[config.mk]
export PLATFORM = sky130hd
export DESIGN_NAME = kmst_ctrl
export DESIGN_NICKNAME = d
export VERILOG_FILES = /design/src/hdl/kmst_pkg.sv /design/src/hdl/kmst_ctrl.sv
export SDC_FILE = /design/constraint.sdc
export NUM_CORES = 1
export LEC_CHECK = 0
export BUFFER_PORTS_ARGS = -buffer_cell sky130_fd_sc_hd__buf_2
export CAP_MARGIN = 5
export CORE_AREA = 5 5 42 44
export CTS_CLUSTER_SIZE = 25
export DETAILED_ROUTE_END_ITERATION = 10
export DIE_AREA = 0 0 47 49
export PLACE_DENSITY = 0.65
export SYNTH_ARGS = -nofsm -noshare
export SYNTH_HDL_FRONTEND = slang
export SYNTH_SLANG_ARGS = --single-unit
export TNS_END_PERCENT = 1
[constraint.sdc]
create_clock -name i_clk -period 2 [get_ports i_clk]
set_input_delay 0.4 -clock i_clk [delete_from_list [all_inputs] [get_ports i_clk]]
set_output_delay 0.4 -clock i_clk [all_outputs]
set_load 0.03 [all_outputs]
[src/hdl/kmst_pkg.sv]
// ----------------------------------------------------------------------------
// kmst_pkg
// Shared types and constants for the Kruskal spanning-tree block.
// ----------------------------------------------------------------------------
package kmst_pkg;

    localparam int VTX_W = 6;
    localparam int WGT_W = 16;
    localparam int CFG_W = 7;

    localparam logic [WGT_W-1:0] NO_EDGE_WEIGHT = 16'hFFFF;
    localparam logic [CFG_W-1:0] VCOUNT_RESET   = 7'd64;

    // one stored edge: 28 bits
    typedef struct packed {
        logic [VTX_W-1:0] b;
        logic [VTX_W-1:0] e;
        logic [WGT_W-1:0] w;
    } t_edge;

    // controller -> datapath
    typedef struct packed {
        logic load;      // input word accepted
        logic clr_i;     // outer index back to 0
        logic rd_i;      // read entry i, j <= i + 1
        logic cur_load;  // capture entry i as current
        logic j_issue;   // read entry j, j++
        logic wb;        // write current to i, i++
        logic rd_edge;   // read sorted edge i
        logic edge_cap;  // capture edge, start root walk of begin
        logic walk_b;    // root walk step for begin
        logic walk_e;    // root walk step for end
        logic link;      // union if roots differ, i++
        logic finish;    // completion word, clear run state
    } t_kmst_cmd;

    // datapath -> controller
    typedef struct packed {
        logic sort_end;
        logic j_last;
        logic uf_end;
        logic walk_root;
        logic roots_differ;
        logic out_ready;
    } t_kmst_sts;

endpackage

[src/hdl/kmst_ctrl.sv]
// ----------------------------------------------------------------------------
// kmst_ctrl
// Sequencer: load, exchange sort, union-find walk, completion.
// ----------------------------------------------------------------------------
module kmst_ctrl
    import kmst_pkg::*;
(
    input  logic      i_clk,
    input  logic      i_rst_n,
    input  logic      i_in_valid,
    input  logic      i_last_edge,
    input  t_kmst_sts i_sts,
    output t_kmst_cmd o_cmd,
    output logic      o_in_stall
);

    localparam logic [3:0] S_LOAD     = 4'd0;
    localparam logic [3:0] S_SI       = 4'd1;
    localparam logic [3:0] S_SI_WAIT  = 4'd2;
    localparam logic [3:0] S_SJ       = 4'd3;
    localparam logic [3:0] S_SJ_DRAIN = 4'd4;
    localparam logic [3:0] S_SI_WB    = 4'd5;
    localparam logic [3:0] S_UF_RD    = 4'd6;
    localparam logic [3:0] S_UF_EDGE  = 4'd7;
    localparam logic [3:0] S_UF_FB    = 4'd8;
    localparam logic [3:0] S_UF_FE    = 4'd9;
    localparam logic [3:0] S_UF_LINK  = 4'd10;
    localparam logic [3:0] S_DONE     = 4'd11;

    logic [3:0] r_state;
    logic [3:0] n_state;

    always_comb begin
        n_state = r_state;
        o_cmd   = '0;
        unique case (r_state)
            S_LOAD: begin
                o_cmd.load = i_in_valid;
                if (i_in_valid && i_last_edge) begin
                    n_state = S_SI;
                end
            end
            S_SI: begin
                if (i_sts.sort_end) begin
                    o_cmd.clr_i = 1'b1;
                    n_state     = S_UF_RD;
                end else begin
                    o_cmd.rd_i = 1'b1;
                    n_state    = S_SI_WAIT;
                end
            end
            S_SI_WAIT: begin
                o_cmd.cur_load = 1'b1;
                n_state        = S_SJ;
            end
            S_SJ: begin
                o_cmd.j_issue = 1'b1;
                if (i_sts.j_last) begin
                    n_state = S_SJ_DRAIN;
                end
            end
            S_SJ_DRAIN: begin
                n_state = S_SI_WB;
            end
            S_SI_WB: begin
                o_cmd.wb = 1'b1;
                n_state  = S_SI;
            end
            S_UF_RD: begin
                if (i_sts.uf_end) begin
                    n_state = S_DONE;
                end else begin
                    o_cmd.rd_edge = 1'b1;
                    n_state       = S_UF_EDGE;
                end
            end
            S_UF_EDGE: begin
                o_cmd.edge_cap = 1'b1;
                n_state        = S_UF_FB;
            end
            S_UF_FB: begin
                o_cmd.walk_b = 1'b1;
                if (i_sts.walk_root) begin
                    n_state = S_UF_FE;
                end
            end
            S_UF_FE: begin
                o_cmd.walk_e = 1'b1;
                if (i_sts.walk_root) begin
                    n_state = S_UF_LINK;
                end
            end
            S_UF_LINK: begin
                // wait for room only when an edge goes out
                if (!i_sts.roots_differ || i_sts.out_ready) begin
                    o_cmd.link = 1'b1;
                    n_state    = S_UF_RD;
                end
            end
            S_DONE: begin
                if (i_sts.out_ready) begin
                    o_cmd.finish = 1'b1;
                    n_state      = S_LOAD;
                end
            end
            default: begin
                n_state = S_LOAD;
            end
        endcase
    end

    always_ff @(posedge i_clk) begin
        if (!i_rst_n) begin
            r_state <= S_LOAD;
        end else begin
            r_state <= n_state;
        end
    end

    assign o_in_stall = (r_state != S_LOAD);

endmodule

# Word level (Yosys, flattened, before mapping)

Cells that the tools add are included.

Equal/unequal tests: 17
Muxes and demuxes: 25
Reductions and logical operators: 6

Operators by type and width:

| kind               | number |
|---|---|
| $pmux 4 s12        | 1 |
| $mux 4             | 7 |
| $eq 4x3->1 const B | 4 |
| $eq 4x4->1 const B | 4 |
| $mux 1             | 15 |
| $ne 2x2->1 const B | 6 |
| $eq 4x2->1 const B | 2 |
| $reduce_and 6->1   | 1 |
| $eq 4x1->1 const B | 1 |
| $logic_not 4->1    | 1 |
| $reduce_bool 4->1  | 1 |
| $mux 3             | 1 |
| $mux 2             | 1 |
| $logic_and 1x1->1  | 1 |
| $logic_not 1->1    | 1 |
| $logic_or 1x1->1   | 1 |

Register bits: 4
Bits of input ports: 10
Output and inout bits: 13
Word-level logic and storage cells: 49

# Depth between registers and ports, before layout

Gate-level depths: netlist of the first run.

Word-level depth: 4
Depth in mapped cells: 5
Mapped depth without buffers: 4

# Worst setup path after synthesis of the first run

Ideal clock, no wire load.

Kind: register to output
Start point: register r_state[2]
End point: output o_cmd[9] (netlist bit)
Arrival: 1,522 ps
Slack: 78 ps
Stages on the path, launching flop included: 3
Cells stage by stage: dfxtp_1 -> clkbuf_1 -> nor4_1

RTL lines:

| item                   | line             | source |
|---|---|---|
| start, declared        | kmst_ctrl.sv:30  | `logic [3:0] r_state;` |
| start signal, assigned | kmst_ctrl.sv:116 | `r_state <= n_state;` |
| end, declared          | kmst_ctrl.sv:13  | `output t_kmst_cmd o_cmd,` |

==> flow_metrics.py, run 1 <==
metrics = {
    "layout": {
        "antenna_cells": 0,
        "largest_registers": "r_state: 4 flops",
        "layout_commonest_cell": "buf_2",
        "area_growth_pct": 33.5,
        "post-route-util_pct": 40.9,
        "drive_gt1_share_pct": 36.5,
        "fin_nets": 97,
        "regMostFlops": "r_state",
        "largest_register_ffs": 4,
        "layout_common_cells": "22 x buf_2, 8 x nor3_1, 8 x nor2_1",
    },
    "detailed_routing": {
        "drcViolationCount": 0,
        "wl_um": 1250,
        "ant_nets": 0,
        "routed_via_density": 5.38,
        "dr.pass1.iters": 4,
        "wire_per_inst_um": 12.3,
        "vias": 543,
        "drtIter0Drc": 6,
    },
    "clocking": {
        "cts_tree": "built",
        "clk_latency_ps": 230,
        "clk_pin_slew_worst_paths_ps": 40,
        "htreeDepth": 1,
        "numCtsBuffers": 3,
        "clock-root-buffer": "clkbuf_4",
        "cts_hold_buf": 0,
        "clock_path_buffers": 2,
        "clock-sinks": 4,
    },
    "floorplan": {
        "io_pins": 23,
        "die_h_um": 49,
        "start_util_pct": 30.6,
        "dieWidth_um": 47,
        "coreArea_um2": 1400,
        "num_rows": 14,
        "die-area_um2": 2300,
    },
    "critical_path": {
        "critPathKind": "flop to output pin",
        "rr_worst_depth": 4,
        "cp_slowest_cell": "dfxtp_1",
        "cp_slowest_stage_delay_ps": 560,
        "crit_buf_inv": 1,
        "rr_startpoint": "r_state[0]$_SDFFE_PN0P_",
        "crit_fanout": 13,
        "rrSetupSlack_ps": 500,
        "path_cells": "nand2b_1 -> nor4_1 -> buf_2",
        "crit_family": "flip-flops",
        "critPathLaunchType": "flop",
        "reg2reg_to": "r_state[0]$_SDFFE_PN0P_",
        "arrival_ps": 1420,
        "end_kind": "output pin",
        "required_ps": 1600,
    },
    "flow_run": {
        "max-cap-violations": 0,
    },
    "synth": {
        "synth_area_um2": 429,
        "ys_ff_latch": 4,
        "avgSynthCellArea_um2": 6.81,
        "ys_types": 27,
        "synth-seq-area-share_pct": 18.7,
        "syn_nets": 73,
        "syn-instance-count": 63,
        "yosys_warnings": 0,
    },
    "timing": {
        "period_share_pct": 91.1,
        "relSlewSlack_pct": 72.2,
        "setup_viol_count_final": 0,
        "setup_tns_ps": 0,
        "finalHoldViolations": 0,
        "period_minus_slack_ps": 1820,
        "tightest_slew_ps": 416,
        "rsz0062_at_grt": "false",
        "finalMaxSlewViolations": 0,
        "timing.fmax_mhz": 549,
        "skew_ps": 5.59,
    },
    "grt": {
        "antenna_found_initial": 0,
        "grt_usage_pct": 11.7,
        "grt_overflow": 0,
        "grt_max_degree": 16,
        "grt_pass1_vias": 502,
        "grt_pass1_wl_um": 2100,
    },
    "pwr": {
        "power-per-cell-area_nw_per_um2": 763,
        "ir_drop_v": 0.000630,
        "leakagePower_uw": 0.000269,
        "total_power_uw": 437,
    },
    "place": {
        "dp_hpwl_um": 987,
        "place.port_buffers": 22,
        "gp_congestion": 0.898,
    },
    "outcome": {
        "run_status": "finished clean",
    },
    "worst_hold_path": {
        "hold_start": "i_rst_n",
        "hp-class": "input port to flop",
        "hold_depth": 2,
        "hold_end": "r_state[3]$_SDFFE_PN0P_",
    },
}
==> what timing repair did <==
action                     in CTS  in global routing
setup endpoints to repair       0                  4
hold endpoints to repair        0                  0
gates resized for setup         0                  2
setup buffers                   0                  0
==> logic make-up (layout without fill, tap and decap cells) <==
group                  after synthesis  count (layout)  synth area share (%)
multiplexers                         1               1                  2.33
flip-flops                           4               4                  18.7
buffers and inverters                5              27                  5.25
AND/OR/NAND/NOR                     35              35                  42.0
AO/OA/AOI/OAI                       18              18                  31.8
==> metrics by stage <==
| stage | instance area, um^2 | setup WS, ps | cells | hold slack (ps) |
|---|---|---|---|---|
| 2_1_floorplan | 429 | 78.3 | 63 | 533 |
| 4_1_cts | 571 | 85.1 | 101 | 453 |
| 6_report | 573 | 179 | 101 | 452 |
| 5_1_grt | 573 | 30.6 | 101 | 442 |
| 3_3_place_gp | 548 | 397 | 98 | 701 |
| 3_5_place_dp | 548 | 338 | 98 | 702 |
==> cells in the mapped netlist <==
cell | n | area, um^2
o32a_1 | 1 | 10.0
nand2b_1 | 7 | 43.8
o21ba_2 | 1 | 10.0
clkbuf_1 | 1 | 3.75
nor2_1 | 8 | 30.0
buf_2 | 3 | 15.0
nand2_2 | 1 | 6.26
a21oi_1 | 1 | 5.00
mux2i_1 | 1 | 10.0
a211oi_1 | 2 | 15.0
nor2b_1 | 3 | 18.8
and2_1 | 1 | 6.26
dfxtp_1 | 4 | 80.1
o2111ai_1 | 1 | 8.76
o211a_1 | 1 | 10.0
o221ai_2 | 1 | 15.0
a21boi_0 | 2 | 15.0
nor3_1 | 8 | 40.0
inv_1 | 1 | 3.75
o211ai_1 | 1 | 7.51
o22a_1 | 1 | 8.76
o22ai_1 | 1 | 6.26
o21ai_0 | 5 | 25.0
nand3_1 | 1 | 5.00
and3_1 | 2 | 12.5
nor4_1 | 1 | 6.26
nand2_1 | 3 | 11.3
==> area by class of cell <==
class	count	area (um^2)
fillers	171	828
multi-input cells	54	327
repair buffers	23	118
flip-flops and latches	4	82.6
clock buffers	3	22.5
well taps	16	20.0
inverters	1	3.75
==> how the worst max path moves through the flow <==
stage / start / endpoint / depth (start not counted)
final: r_state[0]$_SDFFE_PN0P_ / o_cmd[9] / 3
after floorplan: r_state[2]$_SDFFE_PN0P_ / o_cmd[9] / 2
after global placement: r_state[3]$_SDFFE_PN0P_ / o_cmd[1] / 3
after detailed placement: r_state[3]$_SDFFE_PN0P_ / o_cmd[1] / 3
after global routing: r_state[0]$_SDFFE_PN0P_ / o_cmd[9] / 3
after CTS: r_state[3]$_SDFFE_PN0P_ / o_cmd[1] / 3
==> where the power goes <==
group,total [uW],internal (uW),switching [uW]
combinational,212,82.3,130
sequential,126,92.1,33.7
clock,99.1,67.0,32.1
total,437,241,196
==> per-layer routing <==
metal | part of all wire (%) | vias to the layer above | wire, um | track usage, %
met5 | 0 | - | 0 | 0
met4 | 0 | 0 | 0 | 1.38
met3 | 13 | 0 | 164 | 5.54
met2 | 42 | 26 | 518 | 16.5
met1 | 45 | 242 | 564 | 16.4
li1 | - | 275 | - | -
==> worst reg2reg max path, cell delays in order, from the launching register on <==
cell,delay [ps]
dfxtp_1,560
nand2_2,160
o32a_1,350
o221ai_2,190
o211ai_1,120
(Power assumes the default switching activity.)
==> run 2: changes to the inputs <==
- PLACE_DENSITY: 0.65 -> not set
- SLEW_MARGIN: not set -> 40
==> run 2 against run 1 <==
Via count decreased by 1.5%; utilization decreased by 0.36 points; critical path depth did not move; critical endpoint unchanged.
==> flow_metrics.py, run 2 (synthesized netlist as in run 1, its figures left out) <==
metrics = {
    "floorplan": {
        "num_rows": 14,
        "die-area_um2": 2300,
        "start_util_pct": 30.6,
        "dieWidth_um": 47,
        "die_h_um": 49,
        "io_pins": 23,
        "coreArea_um2": 1400,
    },
    "layout": {
        "fillCellCount": 177,
        "largest_register_ffs": 4,
        "fin_area_um2": 568,
        "antenna_cells": 0,
        "layout_commonest_cell": "buf_2",
        "regMostFlops": "r_state",
        "largest_registers": "r_state: 4 flops",
        "multi_input_area_um2": 327,
        "layout_common_cells": "22 x buf_2, 8 x nor3_1, 8 x nor2_1",
        "seqCellArea_um2": 85.1,
        "drive_gt1_share_pct": 38.1,
        "area_growth_pct": 32.4,
        "fin_nets": 96,
    },
    "clocking": {
        "clock-root-buffer": "clkbuf_4",
        "numCtsBuffers": 3,
        "clk_pin_slew_worst_paths_ps": 30,
        "htreeDepth": 1,
        "cts_tree": "built",
        "clock_path_buffers": 2,
        "cts_hold_buf": 0,
        "clock-sinks": 4,
        "clk_latency_ps": 230,
    },
    "detailed_routing": {
        "wire_per_inst_um": 12.8,
        "wl_um": 1280,
        "vias": 535,
        "drcViolationCount": 0,
        "ant_nets": 0,
        "drtIter0Drc": 9,
        "routed_via_density": 5.35,
        "dr.pass1.iters": 4,
    },
    "grt": {
        "grt_usage_pct": 11.7,
        "grt_max_degree": 16,
        "grt_pass1_vias": 487,
        "grt_overflow": 0,
        "antenna_found_initial": 0,
        "grt_pass1_wl_um": 2080,
    },
    "timing": {
        "setup_tns_ps": 0,
        "fin_ws_ps": 252,
        "rsz0062_at_grt": "false",
        "finalHoldViolations": 0,
        "period_minus_slack_ps": 1750,
        "relSlewSlack_pct": 80.5,
        "finalMaxSlewViolations": 0,
        "skew_ps": 2.51,
        "timing.fmax_mhz": 572,
        "setup_viol_count_final": 0,
        "period_share_pct": 87.4,
        "tightest_slew_ps": 290,
    },
    "pwr": {
        "ir_drop_v": 0.000451,
        "power_frac_seq_pct": 31.3,
        "internal_power_uw": 238,
        "clkPwrFrac_pct": 22.2,
        "power-per-cell-area_nw_per_um2": 759,
        "comb_power_share_pct": 46.4,
        "p_sw_share_pct": 44.7,
        "switchingPower_uw": 193,
        "leakagePower_uw": 0.000265,
    },
    "critical_path": {
        "critPathLaunchType": "flop",
        "end_kind": "output pin",
        "crit_fanout": 13,
        "arrival_ps": 1350,
        "required_ps": 1600,
        "critPathKind": "flop to output pin",
    },
    "place": {
        "place.port_buffers": 22,
        "gp_congestion": 0.916,
        "dpl_worst_slack_ps": 332,
        "dpl_cell_area_um2": 541,
        "dp_hpwl_um": 992,
    },
    "outcome": {
        "run_status": "finished clean",
    },
    "worst_hold_path": {
        "hp-class": "input port to flop",
    },
    "flow_run": {
        "max-cap-violations": 0,
    },
}
## run 2: cell types whose count changed in the layout (fill, tap and decap cells not counted), sizes merged
cell,delta
buf,-1
## run 2: worst max-delay path, stage by stage (launching register included)
cell      delay (ps)
dfxtp_2          460
nand2b_1         170
nor4_1           240
buf_2            260
## run 2: routing by layer
metal	routed length (um)	global-route usage (%)
met5	0	0
met3	125	4.80
met2	542	14.9
met1	597	17.3
met4	14	4.15
## run 2: power groups by stage
stage          Combinational, uW  Clock (uW)  Sequential [uW]
6_report                     200        95.7              135
5_1_grt                      221         107              143
4_1_cts                      201         100              132
3_5_place_dp                 200           0              133
3_3_place_gp                 201           0              132
2_1_floorplan                176           0              104
## run 2: path summary, 6_finish.rpt
check	slack [ps]	depth (start not counted)	to	from
worst max-delay path	250	3	o_cmd[9]	r_state[0]$_SDFFE_PN0P_
worst min-delay path	460	3	r_state[2]$_SDFFE_PN0P_	i_rst_n
worst max register to register	640	4	r_state[0]$_SDFFE_PN0P_	r_state[1]$_SDFFE_PN0P_
worst min register to register	610	2	r_state[0]$_SDFFE_PN0P_	r_state[0]$_SDFFE_PN0P_
## run 2: what timing repair did
| action | CTS | global route |
|---|---|---|
| buffers inserted | 0 | 0 |
| setup endpoints to repair | 0 | 5 |
| resized for setup | 0 | 4 |
## run 2: layout make-up
type / count / share of cell area [%]
multi-input cells: 54 / 57.5
flip-flops and latches: 4 / 15.0
well taps: 16 / 3.52
inverters: 1 / 0.661
repair buffers: 22 / 19.4
clock buffers: 3 / 3.96
## run 2: per-stage QoR
stage	total power, uW	hold slack, ps	util, %	std cells
finish	431	465	40.5	100
global route	471	473	40.5	100
CTS	433	466	40.2	100
detailed placement	333	707	38.6	97
global placement	333	707	38.6	97
floorplan	279	533	-	63
==> run 3: changes to the inputs <==
- BUFFER_PORTS_ARGS: -buffer_cell sky130_fd_sc_hd__buf_2 -> not set
- DONT_BUFFER_PORTS: not set -> 1
==> run 3 against run 2 <==
Power decreased by 4.9%; highest routed layer is now met3; fmax decreased by 5.4%; design area fell by 6.8%; critical path depth stayed put; non-clock buffer count is 12 lower.
==> flow_metrics.py, run 3 (synthesized netlist as in run 1, its figures left out) <==
metrics = {
    "outcome": {
        "run_status": "finished clean",
    },
    "floorplan": {
        "die_h_um": 49,
        "io_pins": 23,
        "dieWidth_um": 47,
        "die-area_um2": 2300,
        "num_rows": 14,
        "coreArea_um2": 1400,
        "start_util_pct": 30.6,
    },
    "pwr": {
        "power-per-cell-area_nw_per_um2": 774,
        "comb_power_share_pct": 43.7,
        "power_frac_seq_pct": 32.2,
        "clkPwrFrac_pct": 24.1,
        "leakagePower_uw": 0.000213,
        "internal_power_uw": 224,
        "switchingPower_uw": 186,
        "ir_drop_v": 0.000556,
        "p_sw_share_pct": 45.4,
    },
    "clocking": {
        "clock-sinks": 4,
        "clock_path_buffers": 2,
        "cts_setup_buffers": 0,
        "htreeDepth": 1,
        "clk_pin_slew_worst_paths_ps": 40,
        "cts_tree": "built",
        "clock-root-buffer": "clkbuf_4",
        "numCtsBuffers": 3,
        "cts_hold_buf": 0,
        "clk_latency_ps": 230,
        "cts_resized": 0,
    },
    "critical_path": {
        "path_cells": "nand2b_1 -> nor3_1 -> buf_4",
        "cp_slowest_stage_delay_ps": 600,
        "critPathLaunchType": "flop",
        "rrSetupSlack_ps": 450,
        "rr_worst_depth": 4,
        "rr_startpoint": "r_state[1]$_SDFFE_PN0P_",
        "critPathKind": "flop to output pin",
        "required_ps": 1600,
        "end_kind": "output pin",
        "cp_slowest_cell": "dfxtp_1",
        "arrival_ps": 1450,
        "reg2reg_to": "r_state[0]$_SDFFE_PN0P_",
        "crit_fanout": 15,
    },
    "layout": {
        "fin_nets": 84,
        "layout_commonest_cell": "buf_4",
        "drive_gt1_share_pct": 23.6,
        "layout_common_cells": "10 x buf_4, 8 x nor3_1, 8 x nor2_1",
        "area_growth_pct": 23.3,
        "regMostFlops": "r_state",
        "fin_area_um2": 529,
        "largest_registers": "r_state: 4 flops",
        "largest_register_ffs": 4,
        "antenna_cells": 0,
        "fillCellCount": 163,
    },
    "grt": {
        "grt_pass1_vias": 430,
        "grt_usage_pct": 10.7,
        "grt_max_degree": 16,
        "grt_pass1_wl_um": 1890,
        "grt_overflow": 0,
        "antenna_found_initial": 0,
    },
    "place": {
        "place.port_buffers": 0,
        "dpl_cell_area_um2": 505,
        "dp_hpwl_um": 934,
        "dpl_worst_slack_ps": 357,
        "gp_congestion": 0.954,
    },
    "timing": {
        "period_minus_slack_ps": 1850,
        "period_share_pct": 92.4,
        "fin_ws_ps": 152,
        "skew_ps": 6.10,
        "setup_viol_count_final": 0,
        "setup_tns_ps": 0,
        "hold_slack_ps": 299,
        "finalMaxSlewViolations": 0,
        "finalHoldViolations": 0,
        "timing.fmax_mhz": 541,
        "rsz0062_at_grt": "false",
        "tightest_slew_ps": 471,
        "relSlewSlack_pct": 68.6,
    },
    "detailed_routing": {
        "wire_per_inst_um": 14.1,
        "drcViolationCount": 0,
        "ant_nets": 0,
        "highest_layer": "met3",
        "routed_via_density": 5.74,
        "drtIter0Drc": 11,
        "dr.pass1.iters": 4,
        "wl_um": 1240,
        "vias": 505,
        "m1WireLength_um": 553,
        "dr_wl_met3_um": 164,
        "wl_met2_um": 522,
    },
    "worst_hold_path": {
        "hp-class": "input port to flop",
        "hold_depth": 1,
        "hold_start": "i_rst_n",
        "hold_end": "r_state[3]$_SDFFE_PN0P_",
    },
    "flow_run": {
        "max-cap-violations": 0,
    },
}
## run 3: cell count changes in the layout (fill, tap and decap cells not counted)
cell	previous run	this run
buf_2	22	0
buf_4	0	10
dfxtp_1	0	3
dfxtp_2	4	1
## run 3: layer usage
| layer | vias up | global-route usage, % |
|---|---|---|
| met5 | - | 0 |
| met4 | 0 | 1.84 |
| met3 | 0 | 5.54 |
| met2 | 29 | 14.0 |
| met1 | 227 | 15.6 |
| li1 | 249 | - |
## run 3: worst max path at each step
| stage | startpoint | to | slack (ps) | cells past startpoint |
|---|---|---|---|---|
| finish | r_state[2]$_SDFFE_PN0P_ | o_cmd[5] | 150 | 3 |
| global route | r_state[2]$_SDFFE_PN0P_ | o_cmd[5] | 10 | 3 |
| CTS | r_state[3]$_SDFFE_PN0P_ | o_cmd[1] | 110 | 3 |
| detailed placement | r_state[3]$_SDFFE_PN0P_ | o_cmd[1] | 360 | 3 |
| global placement | r_state[3]$_SDFFE_PN0P_ | o_cmd[1] | 340 | 3 |
| floorplan | r_state[2]$_SDFFE_PN0P_ | o_cmd[9] | 80 | 2 |
## run 3: layout make-up
cell class,count,area (um^2),area share [%]
tap,16,20.0,3.78
clock buffer,3,22.5,4.26
inverter,1,3.75,0.709
sequential,4,81.3,15.4
timing repair buffer,10,75.1,14.2
multi-input combinational,54,327,61.7
## run 3: critical path: cells and delay by family (launching register included)
kind,cells,cell delay [ps]
flops,1,600
buf+inv,1,190
simple gates,2,410
## run 3: power groups by stage
stage          clock, uW  sequential (uW)  combinational, uW
4_1_cts              102              131                180
6_report            98.8              132                179
5_1_grt              111              136                195
3_5_place_dp           0              132                179
3_3_place_gp           0              130                179
2_1_floorplan          0              104                176
## run 3: stage by stage
step                      instances  total power (uW)  util [%]
after detailed placement         85               311      36.1
after global routing             88               442      37.8
after global placement           85               309      36.1
after CTS                        88               412      37.7
after floorplan                  63               279         -
final                            88               410      37.8
